===== src/hw/rtl/mbp_pkg.sv =====
// Package: job type and constants shared by the bit packer modules.
`timescale 1ns / 1ps
`default_nettype none
package mbp_pkg;

  // Command codes on the input channel
  localparam logic CMD_WRITE  = 1'b0;
  localparam logic CMD_FINISH = 1'b1;

  // Fixed field widths
  localparam int VALUE_W   = 32;
  localparam int LENGTH_W  = 6;
  localparam int BYTE_W    = 8;
  localparam int PEND_W    = 7;
  localparam int PCOUNT_W  = 3;
  localparam int ACC_W     = VALUE_W + PEND_W;
  localparam int NBYTES    = VALUE_W / BYTE_W;
  localparam int SEL_W     = $clog2(NBYTES);

  // Job queue depth between front and back
  localparam int QUEUE_DEPTH = 2;

  // One job: completed bytes right-aligned, oldest byte highest, and the
  // index of the final byte (number of bytes minus one)
  typedef struct packed {
    logic [VALUE_W-1:0] word;
    logic [SEL_W-1:0]   last_sel;
  } mbp_job_t;

endpackage
`default_nettype wire


===== src/hw/rtl/mbp_front.sv =====
// Front end: accepts transactions, tracks the residual bits, builds byte jobs.
`timescale 1ns / 1ps
`default_nettype none
module mbp_front #(
  parameter int MaxFieldBits = 32
) (
  input  wire logic                          clk,
  input  wire logic                          rst_n,
  input  wire logic                          in_valid,
  output logic                               in_stall,
  input  wire logic                          in_cmd,
  input  wire logic [mbp_pkg::VALUE_W-1:0]   in_field_value,
  input  wire logic [mbp_pkg::LENGTH_W-1:0]  in_field_length,
  input  wire logic                          q_full,
  output logic                               push,
  output mbp_pkg::mbp_job_t                  push_job
);

  logic [mbp_pkg::PEND_W-1:0]   pend_r, pend_nxt;
  logic [mbp_pkg::PCOUNT_W-1:0] pcnt_r, pcnt_nxt;

  logic                         accept;
  logic                         len_ok;
  logic [mbp_pkg::VALUE_W:0]    mask;
  logic [mbp_pkg::VALUE_W-1:0]  masked;
  logic [mbp_pkg::ACC_W-1:0]    acc;
  logic [mbp_pkg::LENGTH_W-1:0] total;
  logic [mbp_pkg::PCOUNT_W-1:0] rem;
  logic [mbp_pkg::PCOUNT_W-1:0] nbytes;
  logic [mbp_pkg::ACC_W-1:0]    emitted;
  logic [mbp_pkg::PEND_W-1:0]   rem_mask;
  logic [mbp_pkg::BYTE_W-1:0]   flush_byte;

  // Stall while the job queue has no room
  assign in_stall = q_full;
  assign accept   = in_valid && !in_stall;

  // Length must be 1..MaxFieldBits
  assign len_ok = (in_field_length != '0) &&
                  ({1'b0, in_field_length} <= 7'(MaxFieldBits));

  // Append the masked field after the residual bits
  assign mask     = ({{mbp_pkg::VALUE_W{1'b0}}, 1'b1} << in_field_length) - 1'b1;
  assign masked   = in_field_value & mask[mbp_pkg::VALUE_W-1:0];
  assign acc      = ({{mbp_pkg::VALUE_W{1'b0}}, pend_r} << in_field_length) |
                    {{mbp_pkg::PEND_W{1'b0}}, masked};
  assign total    = {3'b000, pcnt_r} + in_field_length;
  assign rem      = total[2:0];
  assign nbytes   = total[5:3];
  assign emitted  = acc >> rem;
  assign rem_mask = ~(7'h7f << rem);

  // Pad the residual with zeros on the right
  assign flush_byte = 8'({pend_r, 1'b0} << (3'd7 - pcnt_r));

  // Build the job and the next residual
  always_comb begin
    pend_nxt = pend_r;
    pcnt_nxt = pcnt_r;
    push     = 1'b0;
    push_job = '0;
    if (accept) begin
      if (in_cmd == mbp_pkg::CMD_FINISH) begin
        pend_nxt = '0;
        pcnt_nxt = '0;
        push     = (pcnt_r != '0);
        push_job.word     = {24'h000000, flush_byte};
        push_job.last_sel = '0;
      end else if (len_ok) begin
        pend_nxt = acc[mbp_pkg::PEND_W-1:0] & rem_mask;
        pcnt_nxt = rem;
        push     = (nbytes != '0);
        push_job.word     = emitted[mbp_pkg::VALUE_W-1:0];
        push_job.last_sel = mbp_pkg::SEL_W'(nbytes - 3'd1);
      end
    end
  end

  // Hold the residual between transactions
  always_ff @(posedge clk) begin
    if (!rst_n) begin
      pend_r <= '0;
      pcnt_r <= '0;
    end else begin
      pend_r <= pend_nxt;
      pcnt_r <= pcnt_nxt;
    end
  end

endmodule
`default_nettype wire


===== src/hw/rtl/mbp_queue.sv =====
// Short job queue between the front end and the byte emitter.
`timescale 1ns / 1ps
`default_nettype none
module mbp_queue (
  input  wire logic        clk,
  input  wire logic        rst_n,
  input  wire logic        push,
  input  wire mbp_pkg::mbp_job_t push_job,
  output logic             full,
  output logic             head_valid,
  output mbp_pkg::mbp_job_t head_job,
  input  wire logic        pop
);

  localparam int Depth = mbp_pkg::QUEUE_DEPTH;
  localparam int PtrW  = (Depth > 1) ? $clog2(Depth) : 1;
  localparam int CntW  = $clog2(Depth + 1);

  mbp_pkg::mbp_job_t slots_r [Depth];
  logic [PtrW-1:0]   wr_ptr_r, wr_ptr_nxt;
  logic [PtrW-1:0]   rd_ptr_r, rd_ptr_nxt;
  logic [CntW-1:0]   cnt_r, cnt_nxt;
  logic              do_push, do_pop;

  assign full       = (cnt_r == CntW'(Depth));
  assign head_valid = (cnt_r != '0);
  assign head_job   = slots_r[rd_ptr_r];
  assign do_push    = push && !full;
  assign do_pop     = pop && head_valid;

  // Advance pointers and occupancy
  always_comb begin
    wr_ptr_nxt = wr_ptr_r;
    rd_ptr_nxt = rd_ptr_r;
    cnt_nxt    = cnt_r;
    if (do_push) begin
      wr_ptr_nxt = (wr_ptr_r == PtrW'(Depth - 1)) ? '0 : wr_ptr_r + 1'b1;
    end
    if (do_pop) begin
      rd_ptr_nxt = (rd_ptr_r == PtrW'(Depth - 1)) ? '0 : rd_ptr_r + 1'b1;
    end
    if (do_push && !do_pop) begin
      cnt_nxt = cnt_r + 1'b1;
    end else if (do_pop && !do_push) begin
      cnt_nxt = cnt_r - 1'b1;
    end
  end

  always_ff @(posedge clk) begin
    if (!rst_n) begin
      wr_ptr_r <= '0;
      rd_ptr_r <= '0;
      cnt_r    <= '0;
    end else begin
      wr_ptr_r <= wr_ptr_nxt;
      rd_ptr_r <= rd_ptr_nxt;
      cnt_r    <= cnt_nxt;
    end
  end

  // Store the pushed job
  always_ff @(posedge clk) begin
    if (do_push) begin
      slots_r[wr_ptr_r] <= push_job;
    end
  end

endmodule
`default_nettype wire


===== src/hw/rtl/mbp_back.sv =====
// Back end: emits each queued job's bytes into an output register, one per cycle unless stalled.
`timescale 1ns / 1ps
`default_nettype none
module mbp_back (
  input  wire logic                        clk,
  input  wire logic                        rst_n,
  input  wire logic                        head_valid,
  input  wire mbp_pkg::mbp_job_t           head_job,
  output logic                             pop,
  output logic                             out_valid,
  input  wire logic                        out_stall,
  output logic [mbp_pkg::BYTE_W-1:0]       out_byte,
  output logic                             out_last
);

  logic [mbp_pkg::SEL_W-1:0]  sel_r, sel_nxt;
  logic                       valid_r, valid_nxt;
  logic [mbp_pkg::BYTE_W-1:0] byte_r, byte_nxt;
  logic                       last_r, last_nxt;
  logic                       slot_free;
  logic                       is_last;
  logic [mbp_pkg::SEL_W-1:0]  pos;

  assign slot_free = !valid_r || !out_stall;
  assign is_last   = (sel_r == head_job.last_sel);
  assign pos       = head_job.last_sel - sel_r;

  // Load the next byte when the output register frees up
  always_comb begin
    sel_nxt   = sel_r;
    valid_nxt = valid_r;
    byte_nxt  = byte_r;
    last_nxt  = last_r;
    pop       = 1'b0;
    if (slot_free) begin
      valid_nxt = head_valid;
      if (head_valid) begin
        byte_nxt = head_job.word[pos*mbp_pkg::BYTE_W +: mbp_pkg::BYTE_W];
        last_nxt = is_last;
        if (is_last) begin
          pop     = 1'b1;
          sel_nxt = '0;
        end else begin
          sel_nxt = sel_r + 1'b1;
        end
      end
    end
  end

  always_ff @(posedge clk) begin
    if (!rst_n) begin
      sel_r   <= '0;
      valid_r <= 1'b0;
    end else begin
      sel_r   <= sel_nxt;
      valid_r <= valid_nxt;
    end
  end

  // Payload needs no reset
  always_ff @(posedge clk) begin
    byte_r <= byte_nxt;
    last_r <= last_nxt;
  end

  assign out_valid = valid_r;
  assign out_byte  = byte_r;
  assign out_last  = last_r;

endmodule
`default_nettype wire


===== src/hw/rtl/msb_first_bit_packer.sv =====
// Top level: MSB-first bit packer, front end, job queue and byte emitter.
//
//   channel  direction  handshake           payload
//   in_      input      in_valid/in_stall   in_cmd, in_field_value, in_field_length
//   out_     output     out_valid/out_stall out_byte, out_last
//
// The front end takes one transaction per cycle while the two-entry job queue
// has room; the byte emitter drains one byte per cycle while out_stall is low,
// and a write that completes bytes hands it a single job (up to 4 bytes for 32 bits).
// Writes and finishes that produce no byte push no job into the queue.
// Synchronous active-low reset clears the residual, queue and output valid.
// A stalled output holds its byte; the queue absorbs the front end meanwhile.
`timescale 1ns / 1ps
`default_nettype none
module msb_first_bit_packer #(
  parameter int MAX_FIELD_BITS = 32
) (
  input  wire logic                          clk,
  input  wire logic                          rst_n,
  input  wire logic                          in_valid,
  output logic                               in_stall,
  input  wire logic                          in_cmd,
  input  wire logic [mbp_pkg::VALUE_W-1:0]   in_field_value,
  input  wire logic [mbp_pkg::LENGTH_W-1:0]  in_field_length,
  output logic                               out_valid,
  input  wire logic                          out_stall,
  output logic [mbp_pkg::BYTE_W-1:0]         out_byte,
  output logic                               out_last
);

  logic              push, q_full, head_valid, pop;
  mbp_pkg::mbp_job_t push_job, head_job;

  // Classify transactions and build byte jobs
  mbp_front #(
    .MaxFieldBits(MAX_FIELD_BITS)
  ) u_front (
    .clk            (clk),
    .rst_n          (rst_n),
    .in_valid       (in_valid),
    .in_stall       (in_stall),
    .in_cmd         (in_cmd),
    .in_field_value (in_field_value),
    .in_field_length(in_field_length),
    .q_full         (q_full),
    .push           (push),
    .push_job       (push_job)
  );

  // Decouple front and back
  mbp_queue u_queue (
    .clk       (clk),
    .rst_n     (rst_n),
    .push      (push),
    .push_job  (push_job),
    .full      (q_full),
    .head_valid(head_valid),
    .head_job  (head_job),
    .pop       (pop)
  );

  // Emit bytes, oldest first
  mbp_back u_back (
    .clk       (clk),
    .rst_n     (rst_n),
    .head_valid(head_valid),
    .head_job  (head_job),
    .pop       (pop),
    .out_valid (out_valid),
    .out_stall (out_stall),
    .out_byte  (out_byte),
    .out_last  (out_last)
  );

endmodule
`default_nettype wire

===== config.mk =====
export PLATFORM = sky130hd
export DESIGN_NAME = msb_first_bit_packer
export DESIGN_NICKNAME = d
export VERILOG_FILES = /design/src/hw/rtl/mbp_pkg.sv /design/src/hw/rtl/mbp_front.sv /design/src/hw/rtl/mbp_queue.sv /design/src/hw/rtl/mbp_back.sv /design/src/hw/rtl/msb_first_bit_packer.sv
export SDC_FILE = /design/constraint.sdc
export NUM_CORES = 1
export LEC_CHECK = 0
export BUFFER_PORTS_ARGS = -buffer_cell sky130_fd_sc_hd__buf_4
export CORE_MARGIN = 2
export CORE_UTILIZATION = 30
export DETAILED_ROUTE_END_ITERATION = 8
export PLACE_DENSITY_LB_ADDON = 0.05
export REMOVE_ABC_BUFFERS = 1
export SYNTH_ARGS = -nofsm -noshare
export SYNTH_HDL_FRONTEND = slang
export SYNTH_HIERARCHICAL = 1
export SYNTH_SLANG_ARGS = --single-unit

===== constraint.sdc =====
create_clock -name clk -period 6.5 [get_ports clk]
set_clock_uncertainty 0.2 [all_clocks]
set_input_delay 0.65 -clock clk [delete_from_list [all_inputs] [get_ports clk]]
set_output_delay 0.65 -clock clk [all_outputs]
set_load 0.005 [all_outputs]

==> results by group, run 1 <==
Logic synthesis
  • Leading area contributor after synthesis: edfxtp_1
  • Most used flip-flop cell after synthesis: edfxtp_1
  • Post-Syn Area per Cell: 9.873 um^2
  • Sequential element share of the synthesized area: 36.04%
  • FF+latch count, synth: 95
  • Distinct cells, synth: 93
  • Synth warnings: 6
  • Top post-synthesis cells by count: edfxtp_1, nand2_1, mux2_2
  • Post-synthesis cell count: 751
  • Number of synthesized flops with an enable pin: 77
  • Top-count cell post-synth: edfxtp_1
  • Largest cells by area after synthesis: edfxtp_1, mux2_2, dfxtp_1, mux2i_1, mux4_2
  • Synth top area share: 31.18%
  • Synth Cell Area: 0.007415 mm^2
  • FFs w/ async S/R, synth: 0%

Cells and area
  • Area delta synth->final: 11.15%
  • Register area: 0.002673 mm^2
  • Ant. Diodes: 0
  • Final Instance Area: 0.008242 mm^2
  • Core Util, Final: 33.89%
  • Layout cell share with drive strength beyond 1: 21.07%
  • Filler Cells Inserted: 2476
  • Final cell count without fillers: 1088
  • Footprint of the multi-input gates: 0.004343 mm^2
  • NumNets Final: 810

Drt
  • DRT Pass-1 Iters: 5
  • Antenna viol nets, final: 0
  • Vias per cell: 5.815
  • DR iter-0 viols: 404
  • Avg WL per Cell: 23.89 um
  • DR vias: 6327
  • Drt drc: 0
  • DRT Wirelength: 25.99 mm

Global route
  • Number of global-route vias before repair: 6285
  • Largest net degree at the start of global routing: 58
  • Initial antenna violation count: 0
  • Tot GR Track Use: 20.21%
  • Global route overflow: 0
  • Global-route wire length before repair: 39.68 mm

Pwr
  • Pwr dens: 209.2 mW/mm^2
  • VDD IR max: 0.09857 mV
  • Lkg Pwr: 0.002799 uW

Clock tree
  • CTS root buffer: clkbuf_16
  • Sink Count: 95
  • Clock transition at path regs: 60 ps
  • CTS tree: built
  • Post-CTS setup buffer count: 0
  • Clk buf depth: 2
  • CTS buffer count: 9
  • Post-CTS resize count: 0
  • Worst-skew pair later-pin latency: 340 ps
  • H-tree depth: 3
  • Cts hold-fix bufs: 0

Floorplanning
  • FP Rows: 57
  • Total die area: 0.02599 mm^2
  • Initial Util: 30.49%
  • Horiz. Die Dim: 161.2 um
  • Core Footprint: 0.02432 mm^2
  • IO Pins: 54
  • Die height: 161.2 um

Worst setup path
  • Crit-path max FO: 41
  • Setup CP Type: input pin to flip-flop
  • Data arrival time at the worst-slack endpoint: 4300 ps
  • CP required: 6460 ps
  • CP Capture Type: flip-flop
  • Critical Path Start Type: input pin

Timing
  • Fin crit period: 4343 ps
  • Worst-Margin Slew: 1025 ps
  • Setup TNS: 0 ps
  • Pins Over Slew Limit: 0
  • Max Fclk: 0.2303 GHz
  • Slew HR: 30.81%
  • Unrepaired setup endpoints after global routing: no
  • # setup viols final: 0
  • Fin crit share: 66.81%
  • Setup ws final: 2157 ps
  • Endpoints failing hold: 0

Placed design
  • I/O Buffers: 53
  • Placed cell count: 1072
  • DP Worst Slack: 1951 ps
  • Placed instance area: 0.007976 mm^2
  • Routability cong.: 0.9740
  • Hpwl dp: 19.38 mm

Min path
  • Worst Hold Class: flip-flop to flip-flop

Job
  • Max-Cap Viols: 0

Run status
  • Status: finished clean
## cell type report
class / instances / share of cell area, %
Clock inverter: 5 / 0.3947
Clock buffer: 11 / 2.824
Timing Repair Buffer: 64 / 5.830
Multi-Input combinational cell: 569 / 52.69
Inverter: 20 / 0.9109
Sequential cell: 95 / 32.43
Tap cell: 324 / 4.919
## report_power, final
part	switching, uW	internal (uW)	leakage (uW)
Sequential	21.4	717	0.000842
Combinational	298	208	0.00184
Clock	222	259	0.000120
Total	541	1180	0.00280
## cell usage in the layout, fill, tap and decap left out, drive strengths merged, types with 8 or more instances in the layout
| cell | synthesis | routed |
|---|---|---|
| mux2i | 36 | 36 |
| o21ai | 42 | 42 |
| edfxtp | 77 | 77 |
| o211ai | 12 | 12 |
| nor2 | 37 | 37 |
| nand2b | 10 | 10 |
| nand3 | 18 | 18 |
| buf | 36 | 64 |
| nand4 | 11 | 11 |
| mux2 | 50 | 50 |
| xnor2 | 8 | 8 |
| mux4 | 16 | 16 |
| o22ai | 13 | 13 |
| a22oi | 8 | 8 |
| and2 | 9 | 9 |
| clkbuf | 31 | 11 |
| nand2 | 59 | 59 |
| nor3 | 16 | 16 |
| nor2b | 14 | 14 |
| a211oi | 16 | 16 |
| a21boi | 8 | 8 |
| o31ai | 9 | 9 |
| dfxtp | 18 | 18 |
| a21oi | 43 | 43 |
| inv | 19 | 20 |
## sequential cells by signal, summed over array words and instances, names as in the netlist, named ones only
signal	cells
u_back/out_byte	8
u_back/out_last	1
u_back/out_valid	1
u_back/sel_r	2
u_front/pcnt_r	3
u_front/pend_r	7
u_queue/cnt_r	2
u_queue/rd_ptr_r	1
u_queue/slots_r	68
u_queue/wr_ptr_r	1
## worst max-delay path, stage by stage
cell     delay (ps)
buf_4           240
or3_1           570
nor2_2          250
nand2_1         100
ha_1            520
nor3_1          430
a22o_1          190
a22oi_1         100
o22ai_1         420
mux2i_1         150
mux4_2          480
o21ai_1         160
## metal layers
metal | vias to the layer above | GRT usage [%] | wire length, um
met4 | 0 | 7.386 | 785
met3 | 42 | 1.823 | 1015
met5 | - | 0 | 0
met2 | 201 | 33.79 | 12380
met1 | 3142 | 27.33 | 11820
li1 | 2942 | - | -
## metrics by stage
stage | power, uW | hold slack (ps)
final | 1724 | 320.9
after global routing | 1810 | 343.7
after CTS | 1745 | 326.4
after detailed placement | 1260 | 312.8
after global placement | 1259 | 296.3
after floorplan | 1059 | 275.5
## final timing paths
check	from	endpoint	slack [ps]	cells after the start
min reg2reg	u_back/sel_r[0]$_SDFFE_PN0P_	u_back/sel_r[0]$_SDFFE_PN0P_	320	2
max	in_field_length[3]	u_queue/slots_r[1][4]$_DFFE_PP_	2160	12
max reg2reg	u_front/pcnt_r[0]$_SDFFE_PN0P_	u_queue/slots_r[0][6]$_DFFE_PP_	2750	9
min	u_back/sel_r[0]$_SDFFE_PN0P_	u_back/sel_r[0]$_SDFFE_PN0P_	320	2
## kinds of logic (layout without fill, tap and decap cells)
| family | after synthesis | count (layout) | share of synthesized area (%) |
|---|---|---|---|
| compound gates | 232 | 232 | 22.17 |
| fa+ha+maj | 8 | 8 | 1.451 |
| flops | 95 | 95 | 36.04 |
| xor+xnor | 12 | 12 | 1.772 |
| mux | 102 | 102 | 17.62 |
| simple gates | 215 | 215 | 15.37 |
| buf+inv | 87 | 100 | 5.568 |
(Power assumes the default switching activity.)
==> run 2: changes to the inputs <==
==> constraint.sdc (replaced) <==
create_clock -name clk -period 3.6 [get_ports clk]
set_clock_uncertainty 0.2 [all_clocks]
set_input_delay 0.36 -clock clk [delete_from_list [all_inputs] [get_ports clk]]
set_output_delay 0.36 -clock clk [all_outputs]
set_load 0.005 [all_outputs]
==> run 2 against run 1 <==
Effect of this change:
- sequential share of layout area shrank 2.0 points
- final cell count is 5.3% higher
- worst setup slack got worse by 1900 ps
- critical path depth is 1 higher
- flip-flop and latch count stayed put
- via count rose by 2.6%
- sequential power up 80%
- power increased by 88%
- utilization is 2.2 points higher
- design area rose by 6.6%
- largest cell class unchanged
- largest power group unchanged
- highest routed layer unchanged
==> results by group, run 2 (synthesis gave the netlist of run 1 again) <==
Global route
  • Global-route wire length before repair: 40.95 mm (+3.2%)
  • Largest net degree at the start of global routing: 40 (-31%)
  • Global route overflow: 0 (unchanged)
  • Initial antenna violation count: 0 (unchanged)
  • Tot GR Track Use: 20.70% (+0.50 points)
  • Number of global-route vias before repair: 6523 (+3.8%)

Floorplanning
  • IO Pins: 54 (unchanged)
  • Horiz. Die Dim: 161.2 um (unchanged)
  • Initial Util: 30.49% (unchanged)
  • Total die area: 0.02599 mm^2 (unchanged)
  • FP Rows: 57 (unchanged)
  • Core Footprint: 0.02432 mm^2 (unchanged)
  • Die height: 161.2 um (unchanged)

Placed design
  • Placed cell count: 1130 (+5.4%)
  • Routability cong.: 0.9499 (-2.5%)
  • Hpwl dp: 20.95 mm (+8.1%)
  • I/O Buffers: 53 (unchanged)
  • DP Worst Slack: -46.74 ps (-1998 ps)

Clock tree
  • CTS buffer count: 9 (unchanged)
  • CTS tree: built
  • Sink Count: 95 (unchanged)
  • Post-CTS setup buffer count: 0 (unchanged)
  • Post-CTS resize count: 0 (unchanged)
  • Worst-skew pair later-pin latency: 340 ps (about the same)
  • Cts hold-fix bufs: 0 (unchanged)
  • Clk buf depth: 2 (unchanged)
  • H-tree depth: 3 (unchanged)
  • Clock transition at path regs: 70 ps (about the same)
  • CTS root buffer: clkbuf_16

Timing
  • Max Fclk: 0.3001 GHz
  • Endpoints failing hold: 0 (unchanged)
  • Worst-Margin Slew: 691.4 ps (-333.6 ps)
  • # setup viols final: 0 (unchanged)
  • Fin crit period: 3332 ps
  • Fin crit share: 92.57%
  • Pins Over Slew Limit: 0 (unchanged)
  • Setup ws final: 267.6 ps (-1890 ps)
  • Hold Worst Slack: 60.02 ps (-260.9 ps)
  • Unrepaired setup endpoints after global routing: no
  • Setup TNS: 0 ps (unchanged)
  • Slew HR: 53.56% (+23 points)

Worst setup path
  • Setup CP Type: input pin to flip-flop
  • Crit-path max FO: 7 (-83%)
  • Data arrival time at the worst-slack endpoint: 3340 ps (-960 ps)
  • CP Capture Type: flip-flop
  • Critical Path Start Type: input pin
  • CP required: 3610 ps (-2850 ps)

Pwr
  • Lkg Pwr: 0.003132 uW (+12%)
  • VDD IR max: 0.1960 mV (+99%)
  • Pwr dens: 368.6 mW/mm^2 (+76%)

Cells and area
  • Max reg flops: 68 (unchanged)
  • Most frequent cells in the layout: buf_4, edfxtp_1, nand2_1
  • Area delta synth->final: 18.48%
  • Final cell count without fillers: 1146 (+5.3%)
  • Most common cell after layout, fill and taps aside: buf_4
  • Layout cell share with drive strength beyond 1: 27.01% (+5.9 points)
  • Ant. Diodes: 0 (unchanged)
  • NumNets Final: 868 (+7.2%)
  • Largest Register: u_queue/slots_r

Drt
  • Avg WL per Cell: 23.19 um (-2.9%)
  • Vias per cell: 5.665 (-2.6%)
  • DR iter-0 viols: 377 (-6.7%)
  • DRT Wirelength: 26.57 mm (+2.2%)
  • DR vias: 6492 (+2.6%)
  • Antenna viol nets, final: 0 (unchanged)
  • DRT Pass-1 Iters: 5 (unchanged)
  • Drt drc: 0 (unchanged)

Min path
  • Worst Hold Class: input pin to flip-flop

Job
  • Max-Cap Viols: 0 (unchanged)

Run status
  • Status: finished clean
## run 2: critical path: stages
cell and delay [ps]:
buf_4 110, or3_1 410, nor2_2 130, nand2_1 70, ha_1 310, nor3_1 260
a22o_1 180, a22oi_1 110, o22ai_1 410, mux4_2 340, nor2_1 40, a211oi_1 400
buf_4 190
## run 2: final timing paths
| check | from | end | slack, ps | depth (start not counted) |
|---|---|---|---|---|
| hold / removal | out_stall | u_back/out_valid$_SDFFE_PN0P_ | 60 | 3 |
| hold reg to reg | u_back/out_valid$_SDFFE_PN0P_ | u_back/out_valid$_SDFFE_PN0P_ | 310 | 2 |
| setup reg to reg | u_front/pcnt_r[0]$_SDFFE_PN0P_ | u_queue/cnt_r[1]$_SDFFE_PN0P_ | 340 | 14 |
| setup / recovery | in_field_length[5] | u_queue/slots_r[1][2]$_DFFE_PP_ | 270 | 13 |
## run 2: area by class of cell
class                   instances  area [um^2]
repair buffers                122        991.0
flip-flops and latches         95         2674
well taps                     324        405.4
fillers                      2492        15530
clock buffers                  10        229.0
inverters                      20        75.07
clock inverters                 6        67.56
multi-input cells             569         4343
## run 2: routing by layer
layer,part of all wire [%],track usage (%)
met1,44,27.68
met3,3.1,1.515
met4,3.1,6.899
met5,0,0
met2,49,35.62
## run 2: metrics by stage
step	total power (uW)	utilization [%]	cell area, um^2
after global routing	3399	36.12	8785
after CTS	3273	36.12	8783
after global placement	2328	34.90	8487
after detailed placement	2328	34.90	8487
after floorplan	1911	-	7077
final	3238	36.12	8785
## run 2: report_power, final
| group | total [uW] | switching [uW] | leakage (uW) | internal (uW) |
|---|---|---|---|---|
| sequential | 1330 | 34.2 | 0.000842 | 1290 |
| clock | 934 | 393 | 0.000139 | 542 |
| combinational | 976 | 551 | 0.00215 | 426 |
| total | 3240 | 977 | 0.00313 | 2260 |
==> run 3: changes to the inputs <==
--- a/config.mk
+++ b/config.mk
@@ -9,7 +9,7 @@
 export CORE_MARGIN = 2
 export CORE_UTILIZATION = 30
 export DETAILED_ROUTE_END_ITERATION = 8
-export PLACE_DENSITY_LB_ADDON = 0.05
+export PLACE_DENSITY = 0.56
 export REMOVE_ABC_BUFFERS = 1
 export SYNTH_ARGS = -nofsm -noshare
 export SYNTH_HDL_FRONTEND = slang
==> run 3 against run 2 <==
Effect of this change:
- utilization shrank 0.37 points
- register-to-register slack got worse by 60 ps
- critical path depth shrank 5
- sequential power about the same
- maximum frequency increased by 0.42%
- non-clock buffer count is 13 lower
- worst setup slack better by 14 ps
- critical endpoint is now u_queue/slots_r[0][15]$_DFFE_PP_
==> results by group, run 3 (synthesis gave the netlist of run 1 again) <==
Timing
  • Setup TNS: 0 ps (unchanged)
  • Fin crit period: 3318 ps (-13.97 ps)
  • Fin crit share: 92.18% (-0.39 points)
  • Endpoints failing hold: 0 (unchanged)
  • Worst-Margin Slew: 700.3 ps (+8.897 ps)
  • # setup viols final: 0 (unchanged)
  • Unrepaired setup endpoints after global routing: no
  • Max Fclk: 0.3013 GHz (+0.42%)
  • Pins Over Slew Limit: 0 (unchanged)
  • Slew HR: 52.11% (-1.4 points)

Run status
  • Status: finished clean

Drt
  • Avg WL per Cell: 20.67 um (-11%)
  • Vias per cell: 5.855 (+3.4%)
  • DR vias: 6634 (+2.2%)
  • Drt drc: 0 (unchanged)
  • Antenna viol nets, final: 0 (unchanged)
  • DRT Pass-1 Iters: 5 (unchanged)
  • DR iter-0 viols: 725 (+92%)
  • DRT Wirelength: 23.42 mm (-12%)

Cells and area
  • Most frequent cells in the layout: buf_4, edfxtp_1, nand2_1
  • Core Util, Final: 35.76% (-0.37 points)
  • Most common cell after layout, fill and taps aside: buf_4
  • Ant. Diodes: 0 (unchanged)
  • Largest Register: u_queue/slots_r
  • Area delta synth->final: 17.28%
  • Max reg flops: 68 (unchanged)
  • Layout cell share with drive strength beyond 1: 25.71% (-1.3 points)
  • NumNets Final: 855 (-1.5%)

Placed design
  • Hpwl dp: 17.76 mm (-15%)
  • Routability cong.: 1.018 (+7.2%)
  • I/O Buffers: 53 (unchanged)

Clock tree
  • H-tree depth: 3 (unchanged)
  • Clock transition at path regs: 70 ps (about the same)
  • Cts hold-fix bufs: 0 (unchanged)
  • Post-CTS setup buffer count: 0 (unchanged)
  • CTS root buffer: clkbuf_16
  • Post-CTS resize count: 0 (unchanged)
  • Sink Count: 95 (unchanged)
  • Clk buf depth: 2 (unchanged)
  • CTS buffer count: 9 (unchanged)
  • Worst-skew pair later-pin latency: 340 ps (about the same)
  • CTS tree: built

Job
  • Max-Cap Viols: 0 (unchanged)

Global route
  • Number of global-route vias before repair: 6107 (-6.4%)
  • Global route overflow: 0 (unchanged)
  • Global-route wire length before repair: 36.47 mm (-11%)
  • Grt met3 use: 2.106% (+0.59 points)
  • GR Util met1: 26.51% (-1.2 points)
  • Initial antenna violation count: 0 (unchanged)
  • Met2 usage: 27.70% (-7.9 points)
  • GR peak layer: met2
  • Tot GR Track Use: 17.99% (-2.7 points)
  • Largest net degree at the start of global routing: 40 (unchanged)

Pwr
  • Lkg Pwr: 0.003078 uW (-1.7%)
  • Pwr dens: 386.3 mW/mm^2 (+4.8%)
  • VDD IR max: 0.2147 mV (+9.5%)

Floorplanning
  • FP Rows: 57 (unchanged)
  • Die height: 161.2 um (unchanged)
  • IO Pins: 54 (unchanged)
  • Initial Util: 30.49% (unchanged)
  • Total die area: 0.02599 mm^2 (unchanged)
  • Horiz. Die Dim: 161.2 um (unchanged)
  • Core Footprint: 0.02432 mm^2 (unchanged)

Worst setup path
  • Reg-to-reg slack, setup: 280 ps (-60 ps)
  • Setup CP Type: flip-flop to flip-flop
  • Crit-path max FO: 8 (+1)
  • Data arrival time at the worst-slack endpoint: 3210 ps (-130 ps)
  • CP required: 3490 ps (-120 ps)
  • Critical Path Start Type: flip-flop
  • CP Capture Type: flip-flop

Min path
  • Worst Hold Class: input pin to flip-flop
run 3: layout make-up:
class,count,area (um^2)
Clock inverter,6,115.1
Clock buffer,10,229.0
Multi-Input combinational cell,569,4343
Tap cell,324,405.4
Sequential cell,95,2673
Timing Repair Buffer,109,855.8
Fill cell,2431,15620
Inverter,20,75.07
run 3: power breakdown:
part,switching (uW),leakage [uW],internal (uW)
clock,398,0.000164,684
sequential,33.0,0.000842,1290
combinational,536,0.00207,415
run 3: layer usage:
metal / vias up / routed length (um)
li1: 3050 / -
met4: 0 / 542
met3: 39 / 1779
met2: 333 / 10410
met5: - / 0
met1: 3212 / 10690
run 3: worst max-delay path, cell delays in order (launching register included):
cell	delay [ps]
dfxtp_1	420
mux4_2	590
nand4_1	130
o31ai_1	130
a2111oi_0	680
buf_4	220
nor2_1	60
mux4_2	460
and2_1	170
run 3: final timing paths:
| path | startpoint | endpoint | cells past startpoint |
|---|---|---|---|
| hold reg to reg | u_back/out_valid$_SDFFE_PN0P_ | u_back/out_valid$_SDFFE_PN0P_ | 2 |
| setup / recovery | u_front/pend_r[0]$_SDFFE_PN0P_ | u_queue/slots_r[0][15]$_DFFE_PP_ | 8 |
| hold / removal | out_stall | u_back/out_valid$_SDFFE_PN0P_ | 3 |
| setup reg to reg | u_front/pend_r[0]$_SDFFE_PN0P_ | u_queue/slots_r[0][15]$_DFFE_PP_ | 8 |
run 3: metrics by stage:
stage	instances	hold slack, ps	worst slack [ps]	instance area (um^2)	total power (uW)
6_report	1133	56.13	281.5	8696	3359
5_1_grt	1133	84.12	131.1	8696	3512
4_1_cts	1133	47.22	391.2	8696	3378
3_5_place_dp	1117	303.9	128.3	8352	2293
3_3_place_gp	1117	295.1	55.34	8352	2285
2_1_floorplan	684	275.5	-378.6	7077	1911
